$ cat src/hdl/tai_pkg.sv
`timescale 1ns / 1ps
// ----------------------------------------------------------------------------
// Triangle adjacency index builder package
// Shared constants, codes and beat types for the index builder and its cells.
// ----------------------------------------------------------------------------
package tai_pkg;

  // Store depth and the widths that follow from it.
  localparam int MaxTriangles = 1024;
  localparam int IdxW         = $clog2(MaxTriangles);
  localparam int CntW         = $clog2(MaxTriangles + 1);
  localparam int VtxW         = 32;

  // Number of list entries in each fetch mode.
  localparam logic [2:0] CountAdj   = 3'd6;
  localparam logic [2:0] CountPlain = 3'd3;

  // Operation codes of an input beat.
  typedef enum logic [1:0] {
    OP_LOAD  = 2'd0,
    OP_FETCH = 2'd1,
    OP_CLEAR = 2'd2
  } op_e;

  // Status codes of a result beat.
  typedef enum logic [1:0] {
    ST_OK    = 2'd0,
    ST_FULL  = 2'd1,
    ST_RANGE = 2'd2
  } status_e;

  // One stored triangle.
  typedef struct packed {
    logic [VtxW-1:0] va;
    logic [VtxW-1:0] vb;
    logic [VtxW-1:0] vc;
  } tri_t;

  // Input beat.
  typedef struct packed {
    logic [1:0]      opcode;
    logic [VtxW-1:0] vertex_a;
    logic [VtxW-1:0] vertex_b;
    logic [VtxW-1:0] vertex_c;
    logic [9:0]      triangle_number;
  } in_t;

  // Result beat.
  typedef struct packed {
    status_e         status;
    logic [2:0]      index_count;
    logic [VtxW-1:0] list_0;
    logic [VtxW-1:0] list_1;
    logic [VtxW-1:0] list_2;
    logic [VtxW-1:0] list_3;
    logic [VtxW-1:0] list_4;
    logic [VtxW-1:0] list_5;
    logic [CntW-1:0] loaded_count;
  } out_t;

  // Stored word travelling along the match chain.
  typedef struct packed {
    logic            valid;
    logic [IdxW-1:0] idx;
    tri_t            verts;
  } word_t;

  // Key set-up for one match cell.
  typedef struct packed {
    logic            load;
    logic [VtxW-1:0] from;
    logic [VtxW-1:0] to;
    logic [IdxW-1:0] tri_num;
    logic [1:0]      slot;
  } key_t;

endpackage

$ cat src/hdl/tai_cell.sv
`timescale 1ns / 1ps
// ----------------------------------------------------------------------------
// Edge match cell
// Holds one directed edge of the fetched triangle, tracks the last holder of
// that edge and of its reverse over the scanned words, and passes each word on.
// ----------------------------------------------------------------------------
module tai_cell (
  input  logic                      clk_i,
  input  logic                      rst_ni,
  input  tai_pkg::key_t             key_i,
  input  tai_pkg::word_t            word_i,
  output tai_pkg::word_t            word_o,
  output logic [tai_pkg::VtxW-1:0]  adj_o
);

  logic [tai_pkg::VtxW-1:0] key_from_q;
  logic [tai_pkg::VtxW-1:0] key_to_q;
  logic [tai_pkg::IdxW-1:0] key_tri_q;
  logic [1:0]               key_slot_q;
  logic                     own_q;
  logic                     found_q;
  logic [tai_pkg::VtxW-1:0] vert_q;
  tai_pkg::word_t           word_q;

  logic [tai_pkg::VtxW-1:0] e_from [3];
  logic [tai_pkg::VtxW-1:0] e_to   [3];
  logic [tai_pkg::VtxW-1:0] e_vert [3];
  logic                     f_hit;
  logic                     r_hit;
  logic [1:0]               f_slot;
  logic [1:0]               r_slot;

  // Slot edges of the incoming word and the vertex that each slot carries.
  always_comb begin
    e_from[0] = word_i.verts.vc;
    e_to[0]   = word_i.verts.va;
    e_vert[0] = word_i.verts.vb;
    e_from[1] = word_i.verts.va;
    e_to[1]   = word_i.verts.vb;
    e_vert[1] = word_i.verts.vc;
    e_from[2] = word_i.verts.vb;
    e_to[2]   = word_i.verts.vc;
    e_vert[2] = word_i.verts.va;
  end

  // The highest matching slot wins within a word.
  always_comb begin
    f_hit  = 1'b0;
    r_hit  = 1'b0;
    f_slot = 2'd0;
    r_slot = 2'd0;
    for (int j = 0; j < 3; j++) begin
      if (e_from[j] == key_from_q && e_to[j] == key_to_q) begin
        f_hit  = 1'b1;
        f_slot = 2'(j);
      end
      if (e_from[j] == key_to_q && e_to[j] == key_from_q) begin
        r_hit  = 1'b1;
        r_slot = 2'(j);
      end
    end
  end

  // Key registers are loaded once per adjacency fetch.
  always_ff @(posedge clk_i) begin
    if (key_i.load) begin
      key_from_q <= key_i.from;
      key_to_q   <= key_i.to;
      key_tri_q  <= key_i.tri_num;
      key_slot_q <= key_i.slot;
    end
    if (word_i.valid && r_hit) begin
      vert_q <= e_vert[r_slot];
    end
  end

  // Words arrive in ascending order, so the latest match is the holder.
  always_ff @(posedge clk_i or negedge rst_ni) begin
    if (!rst_ni) begin
      own_q   <= 1'b0;
      found_q <= 1'b0;
      word_q  <= '0;
    end else begin
      word_q <= word_i;
      if (key_i.load) begin
        own_q   <= 1'b0;
        found_q <= 1'b0;
      end else if (word_i.valid) begin
        if (f_hit) begin
          own_q <= (word_i.idx == key_tri_q) && (f_slot == key_slot_q);
        end
        if (r_hit) begin
          found_q <= 1'b1;
        end
      end
    end
  end

  assign word_o = word_q;
  assign adj_o  = (own_q && found_q) ? vert_q : key_from_q;

endmodule

$ cat config.mk
export PLATFORM = sky130hd
export DESIGN_NAME = tai_cell
export DESIGN_NICKNAME = d
export VERILOG_FILES = /design/src/hdl/tai_pkg.sv /design/src/hdl/tai_cell.sv
export SDC_FILE = /design/constraint.sdc
export NUM_CORES = 1
export LEC_CHECK = 0
export BUFFER_PORTS_ARGS = -buffer_cell sky130_fd_sc_hd__clkbuf_2
export CAP_MARGIN = 20
export CORE_MARGIN = 2
export CORE_UTILIZATION = 28
export DETAILED_ROUTE_END_ITERATION = 7
export GPL_ROUTABILITY_DRIVEN = 0
export GPL_TIMING_DRIVEN = 0
export SLEW_MARGIN = 0
export SYNTH_ARGS = -nofsm -noshare
export SYNTH_HDL_FRONTEND = slang
export SYNTH_SLANG_ARGS = --single-unit
$ cat constraint.sdc
create_clock -name clk_i -period 3.9 [get_ports clk_i]
set_clock_uncertainty 0.2 [all_clocks]
set_input_delay 0.195 -clock clk_i [delete_from_list [all_inputs] [get_ports clk_i]]
set_output_delay 0.195 -clock clk_i [all_outputs]
set_load 0.01 [all_outputs]
==> metrics.md <==
| Metric | Value |
|---|---|
| Number of DRC violations after detailed routing | `0` |
| Cells traversed along the worst timing path | `xor2_1 > nor4_1 > nand4_1 > nor4_1 > buf_2 > clkbuf_1 > nand2_1 > o21ai_1` |
| FF-to-FF setup slack | `roughly 0.22 ns` |
| Fraction of final layout cells sized beyond drive strength 1 | `0.351` |
| Clock Tree Root | `sky130_fd_sc_hd__clkbuf_16` |
| Standard-cell row count | `66` |
| Fin area | `approximately 14000 µm²` |
| Max-slew violation count | `0` |
| Clk_lat worst skew | `0.54 ns` |
| Achievable frequency | `~270 MHz` |
| Sequential share of power | `0.434` |
| Post-Syn Area per Cell | `14.6 µm²` |
| Crit path time final | `between 3 and 4 ns` |
| Number of buffers on the longest clock path | `3` |
| Power per standard cell area | `about 420 nW/µm²` |
| Vias per cell | `about 4.4` |
| Netlist area before placement | `approximately 9400 µm²` |
| Count of endpoints failing setup in the final report | `0` |
| Most common library cell in the layout ignoring fill and taps | `sky130_fd_sc_hd__clkbuf_2` |
| Period Utilization, post-route | `0.943` |
| Cell taking the most area after synthesis | `sky130_fd_sc_hd__edfxtp_1` |
| Nets@finish | `about 1400` |
| Portion of synthesized cell area occupied by the leading cell type | `0.347` |
| Min setup slack post-route | `0.223 ns` |
| RSZ-0062 raised after global routing | `no` |
| DR vias | `~7300` |
| Leading post-synthesis cells by cell area | `sky130_fd_sc_hd__edfxtp_1 (35%), sky130_fd_sc_hd__dfrtp_1 (29%), sky130_fd_sc_hd__xor2_1 (19%)` |
| Iteration-0 DRC count of the detailed router | `394` |
| Final WL | `roughly 35 mm` |
| Complex-gate fraction of the synthesized area | `0.0267` |
| Total buffers and inverters traversed by the critical path | `2` |
| Number of enable-type register cells in the synthesized netlist | `around 110` |
| Cell class contributing the biggest share of worst-path delay | `simple AND/OR/NAND/NOR gates` |
| Count of boundary I/O pins | `325` |
| Chip width | `about 190 µm` |
| Sink count of the clock tree | `217` |
| Required @ worst endpoint | `4.06 ns` |
| Commonest cells after routing, fill and taps aside | `sky130_fd_sc_hd__clkbuf_2 (322), sky130_fd_sc_hd__xor2_1 (202), sky130_fd_sc_hd__dlygate4sd3_1 (184)` |
| Final-layout setup total negative slack | `0 ns` |
| Mux cell area share after synthesis | `0.0727` |
| Critical setup path kind | `flop to flop` |
| Max FO, Critical Path | `10` |
| Total die area | `34900 µm²` |
| Distinct cell type count after synthesis | `29` |
| Main combinational cell family by area after synthesis | `XOR/XNOR gates` |
| Most common cell type on the critical path | `sky130_fd_sc_hd__nor4_1` |
| Number of buffers inserted during clock tree synthesis | `26` |
| CTS tree | `yes` |
| Total iterations of the first detailed-routing run | `5` |
| Setup bufs post-CTS | `0` |
| Adder and majority gate portion of the synthesized area | `0` |
| Proportion of total power due to net switching | `0.256` |
| Part of the power in the clock network | `0.429` |
| Placed wire-length estimate after detailed placement | `25.6 mm` |
| Global route total overflow | `0` |
| Initial standard-cell utilization of the core | `0.286` |
| Max-Slew Margin vs Limit | `0.302` |
| Parity-gate share of the synthesized area counting xor and xnor cells | `0.189` |
| Vertical extent of the die | `187 µm` |
| Number of hold violations in the final report | `0` |
| Area growth from synthesis to layout | `53.7%` |
| Kind of start point of the critical path | `flop` |
| Simple logic cell fraction of the synthesized area | `0.0648` |
| Type of the tightest min-delay check | `input port to flop` |
| Max-cap check violation count | `0` |
| Standby leakage power | `around 6 nW` |
| Mapped Cells | `about 640` |
| Synthesized net count | `829` |
| Buffers added on ports | `between 300 and 400` |
| Clock-pin slew on the worst setup and hold paths | `roughly 0.060 ns` |
| Pin count of the biggest net entering global routing | `between 100 and 150` |
| Crit path largest cell delay | `about 0.77 ns` |
| All-Layer GR Usage | `0.198` |
| Register area share after synthesis | `0.638` |
| Combinational cell fraction of total power | `0.137` |
| Depth of the CTS H-tree | `1` |
| YS warnings | `0` |
| Post-synthesis register bit count | `217` |
| Number of antenna violations at the first check in global routing | `1` |
| Internal power summed over all cells | `about 4.5 mW` |
| Arr. time, crit path | `~3.8 ns` |
| Switching component of the power | `1.56 mW` |
| Area post-placement | `11600 µm²` |
| Result of the run | `finished, final reports clean` |
| DP Worst Slack | `slightly above 0.08 ns` |
| Dominant register cell in the synthesized netlist | `sky130_fd_sc_hd__dfrtp_1` |
| Worst setup EP type | `flop` |
| Antenna Nets Post-Route | `0` |
| Transition at the pin with the smallest max-transition slack | `~1.0 ns` |
| Wire length per cell after detailed routing | `approximately 22 µm` |
| Via count of the first global-routing pass | `7945` |
| Async SR Flop Fraction | `0.502` |
| Core area | `32700 µm²` |
| Global-route wire length before repair | `~51 mm` |
| Cell type of the slowest stage on the worst timing path | `sky130_fd_sc_hd__clkbuf_1` |
| Peak supply drop | `between 0.3 and 0.4 mV` |
-- final cells by class --
| class | instances | area, µm² |
|---|---|---|
| sequential | 217 | 5970 |
| clock buffer | 32 | 758 |
| tap | 442 | 553 |
| clock inverter | 16 | 173 |
| inverter | 1 | 3.75 |
| multi-input combinational | 412 | 3310 |
| antenna | 1 | 2.50 |
| timing repair buffer | 510 | 3530 |
| fill | 3027 | 18300 |
| buffer | 13 | 76.3 |
-- sequential cells by signal (all words and copies together), names as in the netlist --
register    count
found_q         1
own_q           1
vert_q         32
key_from_q     32
word_o        107
key_slot_q      2
key_tri_q      10
key_to_q       32
-- power groups by stage --
stage	combinational (mW)	clock [mW]	sequential, mW
3_5_place_dp	0.682	0	2.68
5_1_grt	0.895	2.75	2.65
2_1_floorplan	0.239	0	2.70
3_3_place_gp	0.672	0	2.68
4_1_cts	0.838	2.65	2.64
6_report	0.834	2.61	2.64
-- cells in the mapped netlist, types with 5 or more instances --
master,n
sky130_fd_sc_hd__o21ai_2,11
sky130_fd_sc_hd__nand2_1,33
sky130_fd_sc_hd__o21ai_1,21
sky130_fd_sc_hd__nor4_1,55
sky130_fd_sc_hd__edfxtp_1,108
sky130_fd_sc_hd__mux2i_1,32
sky130_fd_sc_hd__nand4_1,12
sky130_fd_sc_hd__xor2_1,202
sky130_fd_sc_hd__mux2_2,32
sky130_fd_sc_hd__dfrtp_1,109
sky130_fd_sc_hd__clkbuf_1,5
-- cell families (layout without fill, tap and decap cells) --
group	after synthesis	in the layout
flops	217	217
other cells	0	1
simple gates	108	108
compound gates	38	38
xor+xnor	202	202
buf+inv	14	572
mux	64	64
-- worst paths after layout --
path,from,end,cells past startpoint
max in group asynchronous,rst_ni,word_o[15],3
setup / recovery,key_from_q[8],vert_q[9],8
hold reg to reg,found_q,found_q,2
hold / removal,key_i[76],key_to_q[4],1
min in group asynchronous,rst_ni,word_o[67],3
setup reg to reg,key_from_q[8],vert_q[9],8
-- stage by stage --
stage	power, mW	cells	util	hold slack [ns]
final	6.08	1644	0.440	0.109
after global routing	6.30	1644	0.440	0.127
after CTS	6.13	1643	0.439	0.114
after detailed placement	3.36	1411	0.355	0.117
after global placement	3.35	1409	0.353	0.135
after floorplan	2.93	643	-	-0.301
-- routing by layer --
| layer | GRT usage | vias up | wire length, µm |
|---|---|---|---|
| met3 | 0.0407 | 50 | 2140 |
| met5 | 0 | - | 0 |
| met2 | 0.346 | 301 | 17400 |
| li1 | - | 3404 | - |
| met1 | 0.248 | 3546 | 15000 |
| met4 | 0.0546 | 0 | 862 |
-- repair_timing --
| action | in CTS | in global routing |
|---|---|---|
| hold buffers | 184 | 0 |
| endpoints found under the hold margin | 325 | 0 |
| resized for setup | 0 | 1 |
| setup endpoints to repair | 0 | 32 |
Note: power is estimated with default switching activity, not from simulation.
